`src/ocm_pkg.sv`:
```
// Package for the oversampled current monitor: field widths, configuration and
// result structs, register codes and parameter defaults.
// Used by every module of the block; depends on nothing.
`timescale 1ns / 1ps

package ocm_pkg;

	localparam int SAMPLE_W     = 12;
	localparam int LANE_SAMPLES = 4;
	localparam int LANE_SUM_W   = SAMPLE_W + 2;
	localparam int ROUND_SUM_W  = SAMPLE_W + 3;
	localparam int CH_W         = 4;
	localparam int AVG_W        = 16;
	localparam int GAIN_W       = 16;
	localparam int OFFSET_W     = 8;
	localparam int DEADBAND_W   = 10;
	localparam int CLAMP_W      = 13;
	localparam int VALUE_W      = 16;
	localparam int TOTAL_W      = 18;
	localparam int CFG_DATA_W   = 32;
	localparam int CFG_ADDR_W   = 5;

	localparam int ROUNDS_DEF           = 32;
	localparam int CURRENT_CHANNELS_DEF = 12;
	localparam int DIVISOR_DEF          = 16;

	localparam logic [GAIN_W-1:0]            CUR_GAIN_RST = 16'd4170;
	localparam logic signed [OFFSET_W-1:0]   CUR_OFFSET_RST = 8'sd9;
	localparam logic [DEADBAND_W-1:0]        DEADBAND_RST = 10'd20;
	localparam logic [CLAMP_W-1:0]           CLAMP_RST = 13'd4000;
	localparam logic [GAIN_W-1:0]            SUP_GAIN_RST = 16'd45057;

	typedef enum logic [2:0] {
		REG_CUR_GAIN   = 3'd0,
		REG_CUR_OFFSET = 3'd1,
		REG_DEADBAND   = 3'd2,
		REG_CLAMP      = 3'd3,
		REG_SUP_GAIN   = 3'd4
	} ocm_reg_t;

	typedef struct packed {
		logic [GAIN_W-1:0]          cur_gain;
		logic signed [OFFSET_W-1:0] cur_offset;
		logic [DEADBAND_W-1:0]      deadband;
		logic [CLAMP_W-1:0]         clamp_limit;
		logic [GAIN_W-1:0]          sup_gain;
	} ocm_cfg_t;

	typedef struct packed {
		logic [CH_W-1:0] channel;
		logic            bank;
		logic            supply;
	} ocm_meta_t;

	typedef struct packed {
		logic [CH_W-1:0]           channel;
		logic                      bank;
		logic                      is_supply;
		logic signed [VALUE_W-1:0] value;
		logic                      total_valid;
		logic signed [TOTAL_W-1:0] total;
	} ocm_result_t;

endpackage

```
`src/ocm_lane.sv`:
```
// One summing lane: adds the four results of one converter within a round.
// Depends on ocm_pkg for the sample and lane sum widths.
`timescale 1ns / 1ps

module ocm_lane import ocm_pkg::*; (
	input  logic                         clk,
	input  logic                         en,
	input  logic signed [SAMPLE_W-1:0]   sample [LANE_SAMPLES],
	output logic signed [LANE_SUM_W-1:0] sum_s1
);

	logic signed [LANE_SUM_W-1:0] sum;

	always_comb begin
		sum = '0;
		for (int i = 0; i < LANE_SAMPLES; i++) begin
			sum = sum + LANE_SUM_W'(sample[i]);
		end
	end

	always_ff @(posedge clk) begin
		if (en) begin
			sum_s1 <= sum;
		end
	end

endmodule

```
`src/ocm_merge.sv`:
```
// Merging stage: adds the two lane sums into the round accumulator, counts rounds
// and steps the channel and bank sequence. Emits one event per finished channel.
// Depends on ocm_pkg for widths and the event metadata struct.
`timescale 1ns / 1ps

module ocm_merge import ocm_pkg::*; #(
	parameter int ROUNDS           = ROUNDS_DEF,
	parameter int CURRENT_CHANNELS = CURRENT_CHANNELS_DEF,
	parameter int ACC_W            = ROUND_SUM_W + $clog2(ROUNDS_DEF)
) (
	input  logic                         clk,
	input  logic                         arst_n,
	input  logic                         in_valid,
	output logic                         in_take,
	input  logic signed [LANE_SUM_W-1:0] lane_a,
	input  logic signed [LANE_SUM_W-1:0] lane_b,
	output logic                         ev_valid_s2,
	input  logic                         ev_ready,
	output logic signed [ACC_W-1:0]      ev_acc_s2,
	output ocm_meta_t                    ev_meta_s2
);

	localparam int CNT_W = (ROUNDS > 1) ? $clog2(ROUNDS) : 1;
	localparam logic [CNT_W-1:0] LAST_ROUND = CNT_W'(ROUNDS - 1);
	localparam logic [CH_W-1:0]  SUPPLY_CH = CH_W'(CURRENT_CHANNELS);

	logic [CNT_W-1:0]        cnt_q;
	logic [CH_W-1:0]         ch_q;
	logic                    bank_q;
	logic signed [ACC_W-1:0] acc_q;
	logic signed [ACC_W-1:0] acc_sum;
	logic                    finish;
	logic                    supply;

	assign in_take = !ev_valid_s2 || ev_ready;
	assign acc_sum = acc_q + ACC_W'(lane_a) + ACC_W'(lane_b);
	assign finish  = (cnt_q == LAST_ROUND);
	assign supply  = (ch_q == SUPPLY_CH);

	always_ff @(posedge clk or negedge arst_n) begin
		if (!arst_n) begin
			cnt_q       <= '0;
			ch_q        <= '0;
			bank_q      <= 1'b0;
			acc_q       <= '0;
			ev_valid_s2 <= 1'b0;
			ev_acc_s2   <= '0;
			ev_meta_s2  <= '0;
		end else if (in_take) begin
			ev_valid_s2 <= in_valid && finish;
			if (in_valid) begin
				if (finish) begin
					acc_q      <= '0;
					cnt_q      <= '0;
					ev_acc_s2  <= acc_sum;
					ev_meta_s2 <= '{channel: ch_q, bank: bank_q, supply: supply};
					if (supply) begin
						ch_q   <= '0;
						bank_q <= !bank_q;
					end else begin
						ch_q <= ch_q + 1'b1;
					end
				end else begin
					acc_q <= acc_sum;
					cnt_q <= cnt_q + 1'b1;
				end
			end
		end
	end

endmodule

```
`src/ocm_cond.sv`:
```
// Conditioning pipeline: divides the channel sum by the divisor, scales the
// average, offsets, deadbands and clamps the currents, and keeps the running total.
// Depends on ocm_pkg for the configuration, metadata and result structs.
`timescale 1ns / 1ps

module ocm_cond import ocm_pkg::*; #(
	parameter int ACC_W   = ROUND_SUM_W + $clog2(ROUNDS_DEF),
	parameter int DIVISOR = DIVISOR_DEF
) (
	input  logic                    clk,
	input  logic                    arst_n,
	input  ocm_cfg_t                cfg,
	input  logic                    ev_valid,
	output logic                    ev_ready,
	input  logic signed [ACC_W-1:0] ev_acc,
	input  ocm_meta_t               ev_meta,
	output logic                    res_valid_s6,
	input  logic                    res_ready,
	output ocm_result_t             res_s6
);

	// Division by the constant divisor: multiply by a rounded-up reciprocal and
	// shift. This is exact for every magnitude below 2**MAG_W.
	localparam int MAG_W   = ACC_W;
	localparam int DIV_L   = $clog2(DIVISOR);
	localparam int SHIFT   = MAG_W + DIV_L;
	localparam int RECIP_W = MAG_W + 1;
	localparam int PROD_W  = MAG_W + RECIP_W;
	localparam longint unsigned RECIP64 =
		((64'd1 << SHIFT) + longint'(DIVISOR) - 64'd1) / longint'(DIVISOR);
	localparam logic [RECIP_W-1:0] RECIP = RECIP_W'(RECIP64);
	localparam int SPROD_W = AVG_W + 1 + GAIN_W;
	localparam int SVAL_W  = AVG_W + 3;

	logic valid_s3, valid_s4, valid_s5;
	logic ready_s3, ready_s4, ready_s5, ready_s6;

	logic [PROD_W-1:0]         prod_s3;
	logic                      neg_s3;
	ocm_meta_t                 meta_s3;
	logic signed [AVG_W-1:0]   avg_s4;
	ocm_meta_t                 meta_s4;
	logic [SPROD_W-1:0]        sprod_s5;
	logic                      neg_s5;
	ocm_meta_t                 meta_s5;
	logic signed [TOTAL_W-1:0] total_q;

	logic [MAG_W-1:0]          acc_mag;
	logic [PROD_W-1:0]         quot;
	logic [AVG_W:0]            avg_mag;
	logic [GAIN_W-1:0]         gain;
	logic [AVG_W:0]            scaled;
	logic signed [SVAL_W-1:0]  sval;
	logic signed [SVAL_W-1:0]  cur_val;
	logic signed [SVAL_W-1:0]  db_ext;
	logic signed [SVAL_W-1:0]  lim_ext;
	logic signed [SVAL_W-1:0]  cond_val;

	assign ready_s6 = !res_valid_s6 || res_ready;
	assign ready_s5 = !valid_s5 || ready_s6;
	assign ready_s4 = !valid_s4 || ready_s5;
	assign ready_s3 = !valid_s3 || ready_s4;
	assign ev_ready = ready_s3;

	assign acc_mag = ev_acc[ACC_W-1] ? MAG_W'(-ev_acc) : MAG_W'(ev_acc);
	assign quot    = prod_s3 >> SHIFT;
	assign avg_mag = avg_s4[AVG_W-1] ? (AVG_W+1)'(-(AVG_W+1)'(avg_s4))
	                                 : {1'b0, avg_s4};
	assign gain    = meta_s4.supply ? cfg.sup_gain : cfg.cur_gain;

	always_comb begin
		scaled  = sprod_s5[SPROD_W-1:GAIN_W];
		sval    = neg_s5 ? -SVAL_W'(scaled) : SVAL_W'(scaled);
		cur_val = sval + SVAL_W'(cfg.cur_offset);
		db_ext  = SVAL_W'(cfg.deadband);
		lim_ext = SVAL_W'(cfg.clamp_limit);
		// The deadband test takes precedence over the clamp.
		if (cur_val < db_ext && cur_val > -db_ext) begin
			cond_val = '0;
		end else if (cur_val > lim_ext) begin
			cond_val = lim_ext;
		end else if (cur_val < -lim_ext) begin
			cond_val = -lim_ext;
		end else begin
			cond_val = cur_val;
		end
	end

	always_ff @(posedge clk or negedge arst_n) begin
		if (!arst_n) begin
			valid_s3     <= 1'b0;
			valid_s4     <= 1'b0;
			valid_s5     <= 1'b0;
			res_valid_s6 <= 1'b0;
			total_q      <= '0;
		end else begin
			if (ready_s3) valid_s3 <= ev_valid;
			if (ready_s4) valid_s4 <= valid_s3;
			if (ready_s5) valid_s5 <= valid_s4;
			if (ready_s6) begin
				res_valid_s6 <= valid_s5;
				if (valid_s5) begin
					if (!meta_s5.supply) begin
						total_q <= total_q + TOTAL_W'(cond_val);
					end else if (meta_s5.bank) begin
						total_q <= '0;
					end
				end
			end
		end
	end

	always_ff @(posedge clk) begin
		if (ready_s3) begin
			prod_s3 <= PROD_W'(acc_mag) * PROD_W'(RECIP);
			neg_s3  <= ev_acc[ACC_W-1];
			meta_s3 <= ev_meta;
		end
		if (ready_s4) begin
			// The average wraps to 16 bits after the sign is restored.
			avg_s4  <= neg_s3 ? AVG_W'(-quot[AVG_W-1:0]) : quot[AVG_W-1:0];
			meta_s4 <= meta_s3;
		end
		if (ready_s5) begin
			sprod_s5 <= SPROD_W'(avg_mag) * SPROD_W'(gain);
			neg_s5   <= avg_s4[AVG_W-1];
			meta_s5  <= meta_s4;
		end
		if (ready_s6) begin
			res_s6.channel     <= meta_s5.channel;
			res_s6.bank        <= meta_s5.bank;
			res_s6.is_supply   <= meta_s5.supply;
			res_s6.value       <= meta_s5.supply ? VALUE_W'(sval) : VALUE_W'(cond_val);
			res_s6.total_valid <= meta_s5.supply && meta_s5.bank;
			res_s6.total       <= (meta_s5.supply && meta_s5.bank) ? total_q : '0;
		end
	end

endmodule

```
`src/oversampled_current_monitor.sv`:
```
// Top level of the oversampled current monitor: stream ports, register port,
// two summing lanes, the merging accumulator and the conditioning pipeline.
// Depends on ocm_pkg, ocm_lane, ocm_merge and ocm_cond.
//
//   Port group   Dir   Width  Contents
//   s_axis_*     in    96     one conversion round, eight signed results
//   m_axis_*     out   40+7   one finished channel result
//   p* (APB)     both  32     five configuration registers at 4*index
//
// One item is taken per clock while the output accepts; the single accumulator
// add in the merging stage sets that figure. The item that closes a channel's
// last round moves through s1 to s6. Reset clears all control state and loads
// the register defaults at once. A held result stalls only the stages behind
// it; items that finish no channel keep flowing while a bubble remains.
`timescale 1ns / 1ps

module oversampled_current_monitor import ocm_pkg::*; #(
	parameter int ROUNDS           = ROUNDS_DEF,
	parameter int CURRENT_CHANNELS = CURRENT_CHANNELS_DEF,
	parameter int DIVISOR          = DIVISOR_DEF
) (
	input  logic                  clk,
	input  logic                  arst_n,
	input  logic                  s_axis_tvalid,
	output logic                  s_axis_tready,
	// sample_a0, sample_a1, sample_a2, sample_a3, sample_b0, sample_b1,
	// sample_b2, sample_b3, 12 bits each
	input  logic [95:0]           s_axis_tdata,
	output logic                  m_axis_tvalid,
	input  logic                  m_axis_tready,
	// value (16), total (18), zero fill (6)
	output logic [39:0]           m_axis_tdata,
	// channel (4), bank (1), is_supply (1), total_valid (1)
	output logic [6:0]            m_axis_tuser,
	input  logic                  psel,
	input  logic                  penable,
	input  logic                  pwrite,
	input  logic [CFG_ADDR_W-1:0] paddr,
	input  logic [CFG_DATA_W-1:0] pwdata,
	output logic [CFG_DATA_W-1:0] prdata,
	output logic                  pready
);

	localparam int ACC_W = ROUND_SUM_W + $clog2(ROUNDS);

	ocm_cfg_t cfg_q;
	logic     cfg_wr;

	logic signed [SAMPLE_W-1:0]   samp_a [LANE_SAMPLES];
	logic signed [SAMPLE_W-1:0]   samp_b [LANE_SAMPLES];
	logic signed [LANE_SUM_W-1:0] lane_a_s1;
	logic signed [LANE_SUM_W-1:0] lane_b_s1;
	logic                         valid_s1;
	logic                         take_s1;

	logic                    ev_valid_s2;
	logic                    ev_ready;
	logic signed [ACC_W-1:0] ev_acc_s2;
	ocm_meta_t               ev_meta_s2;
	ocm_result_t             res_s6;

	assign pready = 1'b1;
	assign cfg_wr = psel && penable && pwrite && pready;

	always_ff @(posedge clk or negedge arst_n) begin
		if (!arst_n) begin
			cfg_q.cur_gain    <= CUR_GAIN_RST;
			cfg_q.cur_offset  <= CUR_OFFSET_RST;
			cfg_q.deadband    <= DEADBAND_RST;
			cfg_q.clamp_limit <= CLAMP_RST;
			cfg_q.sup_gain    <= SUP_GAIN_RST;
		end else if (cfg_wr) begin
			unique case (paddr[4:2])
				REG_CUR_GAIN:   cfg_q.cur_gain    <= pwdata[GAIN_W-1:0];
				REG_CUR_OFFSET: cfg_q.cur_offset  <= pwdata[OFFSET_W-1:0];
				REG_DEADBAND:   cfg_q.deadband    <= pwdata[DEADBAND_W-1:0];
				REG_CLAMP:      cfg_q.clamp_limit <= pwdata[CLAMP_W-1:0];
				REG_SUP_GAIN:   cfg_q.sup_gain    <= pwdata[GAIN_W-1:0];
				default: ;
			endcase
		end
	end

	always_comb begin
		unique case (paddr[4:2])
			REG_CUR_GAIN:   prdata = CFG_DATA_W'(cfg_q.cur_gain);
			REG_CUR_OFFSET: prdata = CFG_DATA_W'(cfg_q.cur_offset);
			REG_DEADBAND:   prdata = CFG_DATA_W'(cfg_q.deadband);
			REG_CLAMP:      prdata = CFG_DATA_W'(cfg_q.clamp_limit);
			REG_SUP_GAIN:   prdata = CFG_DATA_W'(cfg_q.sup_gain);
			default:        prdata = '0;
		endcase
	end

	always_comb begin
		for (int i = 0; i < LANE_SAMPLES; i++) begin
			samp_a[i] = s_axis_tdata[i*SAMPLE_W +: SAMPLE_W];
			samp_b[i] = s_axis_tdata[(i+LANE_SAMPLES)*SAMPLE_W +: SAMPLE_W];
		end
	end

	assign s_axis_tready = !valid_s1 || take_s1;

	always_ff @(posedge clk or negedge arst_n) begin
		if (!arst_n) begin
			valid_s1 <= 1'b0;
		end else if (s_axis_tready) begin
			valid_s1 <= s_axis_tvalid;
		end
	end

	ocm_lane u_lane_a (
		.clk    (clk),
		.en     (s_axis_tready),
		.sample (samp_a),
		.sum_s1 (lane_a_s1)
	);

	ocm_lane u_lane_b (
		.clk    (clk),
		.en     (s_axis_tready),
		.sample (samp_b),
		.sum_s1 (lane_b_s1)
	);

	ocm_merge #(
		.ROUNDS           (ROUNDS),
		.CURRENT_CHANNELS (CURRENT_CHANNELS),
		.ACC_W            (ACC_W)
	) u_merge (
		.clk         (clk),
		.arst_n      (arst_n),
		.in_valid    (valid_s1),
		.in_take     (take_s1),
		.lane_a      (lane_a_s1),
		.lane_b      (lane_b_s1),
		.ev_valid_s2 (ev_valid_s2),
		.ev_ready    (ev_ready),
		.ev_acc_s2   (ev_acc_s2),
		.ev_meta_s2  (ev_meta_s2)
	);

	ocm_cond #(
		.ACC_W   (ACC_W),
		.DIVISOR (DIVISOR)
	) u_cond (
		.clk          (clk),
		.arst_n       (arst_n),
		.cfg          (cfg_q),
		.ev_valid     (ev_valid_s2),
		.ev_ready     (ev_ready),
		.ev_acc       (ev_acc_s2),
		.ev_meta      (ev_meta_s2),
		.res_valid_s6 (m_axis_tvalid),
		.res_ready    (m_axis_tready),
		.res_s6       (res_s6)
	);

	assign m_axis_tdata = {6'd0, res_s6.total, res_s6.value};
	assign m_axis_tuser = {res_s6.total_valid, res_s6.is_supply, res_s6.bank,
	                       res_s6.channel};

endmodule

```
`config.mk`:
```
export PLATFORM = sky130hd
export DESIGN_NAME = oversampled_current_monitor
export DESIGN_NICKNAME = d
export VERILOG_FILES = /design/src/ocm_pkg.sv /design/src/ocm_lane.sv /design/src/ocm_merge.sv /design/src/ocm_cond.sv /design/src/oversampled_current_monitor.sv
export SDC_FILE = /design/constraint.sdc
export NUM_CORES = 1
export LEC_CHECK = 0
export BUFFER_PORTS_ARGS = -buffer_cell sky130_fd_sc_hd__buf_2
export CAP_MARGIN = 25
export CORE_ASPECT_RATIO = 1.25
export CORE_MARGIN = 2
export CORE_UTILIZATION = 50
export CTS_CLUSTER_DIAMETER = 200
export DETAILED_ROUTE_END_ITERATION = 7
export PLACE_DENSITY = 0.69
export SLEW_MARGIN = 10
export SYNTH_ARGS = -nofsm -noshare
export SYNTH_HDL_FRONTEND = slang
export SYNTH_SLANG_ARGS = --single-unit
```
`constraint.sdc`:
```
create_clock -name clk -period 16.5 [get_ports clk]
set_input_delay 2.475 -clock clk [delete_from_list [all_inputs] [get_ports clk]]
set_output_delay 2.475 -clock clk [all_outputs]
set_load 0.02 [all_outputs]
```
==> summary by stage <==
Floorplan
The core area is 53850 um2. The initial standard-cell utilization of the core is 50.63%. The die extent in x is 212.9 um. The overall die area is 56420 um2.

In this run the core area contains 95 standard-cell rows. The die is 265.1 um tall. 222 I/O pins were placed.

Timing
Counting I/O delays and the setup requirement, the final critical path takes 9353 ps. The total count of hold-check failures in the final report is 0. In this run the tightest slew margin relative to its limit is 27.26%.

The highest clock frequency the design can meet is 0.1069 GHz. At the pin with the least slew margin, the transition time is 1061 ps. The number of max-slew violations in the final report is 0. After routing, the total negative slack on setup checks comes to 0 ps. Of the available clock period, the critical path in the final layout requires 56.68%. Setup violations remaining at the end of the flow were counted as 0.

Setup repair after global routing left no endpoint under its margin. The worst path setup slack after routing is 7147 ps. On the final layout, the worst clock skew is 22.95 ps.

Placed design
The placer congestion estimate is 0.9539. Detailed placement finished with a half-perimeter wire length of 54500 um. OpenSTA, run right after detailed placement, puts the worst setup slack at 7255 ps. The number of buffer cells added on primary ports is 196.

Clock network
Clock tree synthesis inserted a total of 31 buffers. The CTS root buffer is sky130_fd_sc_hd__clkbuf_16. In this run the deepest clock path goes through 3 buffers. TritonCTS built the clock tree. After clock tree synthesis, the clock-pin slew on the worst setup and hold paths is 60 ps. The clock reaches the later pin of the worst-skew pair after 600 ps. In this run the number of H-tree levels came out at 1. For this design, the sink count on the clock tree is 281. The total setup buffers inserted after CTS is 0. The quantity of hold-fixing buffers added after cts is 0. The post-cts sizing count is 0.

Status
The flow ran to the end, and the final reports show no timing, DRC or antenna violations.

Layout
The share of post-route cells with drive strength above 1 is 13.63%. The number of fill cells is 4679. Summing all flip-flop and latch instances after layout gives 7745 um2. The repair_antennas step left the layout with diodes totalling 0. The final core area utilization is 55.97%.

From synthesis to final layout, the design area changed by 10.54%. The net count of the finished layout is 3578. In the final layout, the multi-input gates occupy 17930 um2. The leading cell type in the layout, fill and taps excluded is sky130_fd_sc_hd__nand2_1.

The top cell types in the final layout, fill and taps aside, are sky130_fd_sc_hd__nand2_1 (358), sky130_fd_sc_hd__inv_1 (323), sky130_fd_sc_hd__fa_1 (279), sky130_fd_sc_hd__ha_1 (243), sky130_fd_sc_hd__buf_2 (195).

Worst setup path
The termination of the worst setup path is u_cond.sprod_s5[32]. The worst register-to-register path ends at u_cond.sprod_s5[32]. The category of the worst setup path capture point is a register.

In this run the worst setup path begins at u_cond.avg_s4[0]. The path type of the worst setup path is reg -> reg. The endpoint arrival time on the critical path is 9700 ps. The number of cell instances on the worst register-to-register path is 33. The kind of launch point of the worst setup path is a register. The cell with the biggest individual delay on the critical path is sky130_fd_sc_hd__o41ai_1. On the worst path, the slowest cell contributes a delay of 810 ps. Data on the critical path is required at its endpoint by 16850 ps. In this run the critical register-to-register path is launched from u_cond.avg_s4[0]. The largest fanout of any net on the critical path is 16. In this run the register-to-register setup slack is 7150 ps.

Synthesis
Synthesis produced 2738 cells. After synthesis, the netlist uses 90 different library cells. The total standard cell area after synthesis is 27260 um2. The mux cell area share after synthesis is 4.204%.

The adder-cell share of the synthesized area is 31.72%. The synthesized area divided by synthesized cell count is 9.958 um2. The number of register bits inferred by synthesis is 281. Of the synthesized area, sequential elements account for 28.41%. The commonest register cell after synthesis is sky130_fd_sc_hd__edfxtp_1. The dominant combinational cell family by area after synthesis is adder cells. The synthesized netlist devotes 11.00% of its cell area to compound gates. The xor-xnor portion of the synthesized cell area is 5.200%. The number of enable-type register cells in the synthesized netlist is 138. The async set-reset flop share out of synthesis is 50.89%.

The number of warnings printed during yosys synthesis is 0. The simple-gate share of the synthesized area is 13.15%.

Global routing
The via count of the first global-routing pass is 22120. The initial antenna violation count is 0. Entering global routing, the biggest net connects 77 pins.

The aggregate global routing overflow is 0. The overall track demand over capacity in global routing is 24.32%. The first global-routing pass estimated 109200 um of wire.

Routing
Dividing the detail-routed via count by the number of cells gives 5.579. For this block, the routed nets add up to 66960 um of wire. The routed via count is 20460.

The number of remaining DRC errors is 0. The count of nets left with antenna violations once routing finished came out at 0. The wire length per cell after detailed routing is 18.25 um. The first routing iteration left 1271 violations. The total iterations of the first detailed-routing run is 7.

Hold path
The class of the tightest hold or removal check is reg -> reg.

Power and ir drop
The total power is 5241 uW. Power spread over the standard cell area amounts to 173.9 nW/um2. The power dissipated by switching net loads is 2440 uW. The combinational share of power is 64.2%. The switching share of total power is 46.55%. The analysis attributes to cell leakage a power of 0.01435 uW. The sequential share of power is 22.4%.

The internal portion of the total power is 2801 uW. IR analysis of the VDD net gives a maximum drop of 0.0002917 V. The part of the total power dissipated in the clock network is 13.4%.

Flow run
The max-capacitance violation count is 0.
==> per-stage QoR <==
stage | instances | area, um2 | hold slack (ps)
2_1_floorplan | 2759 | 27340 | 400.3
3_3_place_gp | 3603 | 29000 | 401.7
3_5_place_dp | 3604 | 29010 | 406.3
4_1_cts | 3662 | 30070 | 421.8
5_1_grt | 3668 | 30140 | 437.1
6_report | 3668 | 30140 | 421.3
==> cells in the mapped netlist, types with 66 or more instances <==
cell type | count | share of area, %
sky130_fd_sc_hd__o21ai_0 | 125 | 2.3
sky130_fd_sc_hd__dfrtp_1 | 125 | 11
sky130_fd_sc_hd__nand2_1 | 358 | 4.9
sky130_fd_sc_hd__inv_1 | 324 | 4.5
sky130_fd_sc_hd__a21oi_1 | 101 | 1.9
sky130_fd_sc_hd__fa_1 | 279 | 20
sky130_fd_sc_hd__xnor2_1 | 116 | 3.7
sky130_fd_sc_hd__edfxtp_1 | 138 | 15
sky130_fd_sc_hd__clkbuf_1 | 76 | 1.0
sky130_fd_sc_hd__mux2_2 | 66 | 2.7
sky130_fd_sc_hd__ha_1 | 243 | 11
sky130_fd_sc_hd__nor2_1 | 166 | 2.3
==> sequential cells by signal, indices dropped and copies added (netlist names), 4 cells and up <==
signal,flops
u_merge.ev_acc_s2,20
u_merge.ev_meta_s2,6
u_merge.cnt_q,5
u_lane_a.sum_s1,14
u_cond.total_q,18
u_cond.avg_s4,16
u_cond.prod_s3,16
cfg_q,63
u_cond.meta_s5,6
u_cond.meta_s3,6
u_cond.res_s6,41
u_merge.acc_q,20
u_lane_b.sum_s1,14
u_merge.ch_q,4
u_cond.meta_s4,6
u_cond.sprod_s5,17
==> critical path, delay by kind of cell (launching register included) <==
| kind | cells | cell delay (ps) |
|---|---|---|
| DFF | 1 | 610 |
| adders and majority gates | 8 | 3570 |
| AOI/OAI and AO/OA | 10 | 3010 |
| and+or+nand+nor | 6 | 830 |
| buffers and inverters | 7 | 850 |
| xor gates and xnor gates | 2 | 230 |
==> cell type report <==
type                    instances  area share [%]
clock buffers                  46           3.135
well taps                     727           3.018
inverters                     325           4.048
clock inverters                12          0.3820
flip-flops and latches        281           25.70
multi-input cells            2046           59.48
repair buffers                231           4.235
==> cells by family (layout without fill, tap and decap cells) <==
kind of cell    Yosys count  count (layout)
simple gates            781             781
fa+ha+maj               524             524
compound gates          451             451
buf+inv                 432             614
flops                   281             281
xor+xnor                161             161
mux                     106             106
other cells               2              23
==> power by group through the flow <==
| stage | combinational, uW | sequential (uW) | clock [uW] |
|---|---|---|---|
| after detailed placement | 3350 | 1190 | 0 |
| after global routing | 3790 | 1200 | 745 |
| final | 3360 | 1180 | 703 |
| after global placement | 3230 | 1180 | 0 |
| after floorplan | 2480 | 1150 | 0 |
| after CTS | 3370 | 1180 | 720 |
==> routing by layer <==
metal | vias up | GRT usage (%) | wire [um]
met5 | - | 0 | 0
met4 | 0 | 9.507 | 2712
met3 | 157 | 2.503 | 2833
met2 | 565 | 47.44 | 36880
met1 | 10200 | 26.51 | 24530
li1 | 9542 | - | -
==> how the worst min path moves through the flow <==
| stage | from | endpoint | slack (ps) | depth (start not counted) |
|---|---|---|---|---|
| after global placement | u_cond.meta_s3[3] | u_cond.meta_s4[3] | 400 | 0 |
| after global routing | u_cond.meta_s4[4] | u_cond.meta_s5[4] | 440 | 0 |
| after detailed placement | u_cond.meta_s3[0] | u_cond.meta_s4[0] | 410 | 0 |
| after CTS | u_cond.meta_s5[4] | u_cond.res_s6[39] | 420 | 0 |
| after floorplan | u_cond.meta_s3[0] | u_cond.meta_s4[0] | 400 | 0 |
| final | u_cond.meta_s5[3] | u_cond.res_s6[38] | 420 | 0 |
Note: power is estimated with default switching activity, not from simulation.
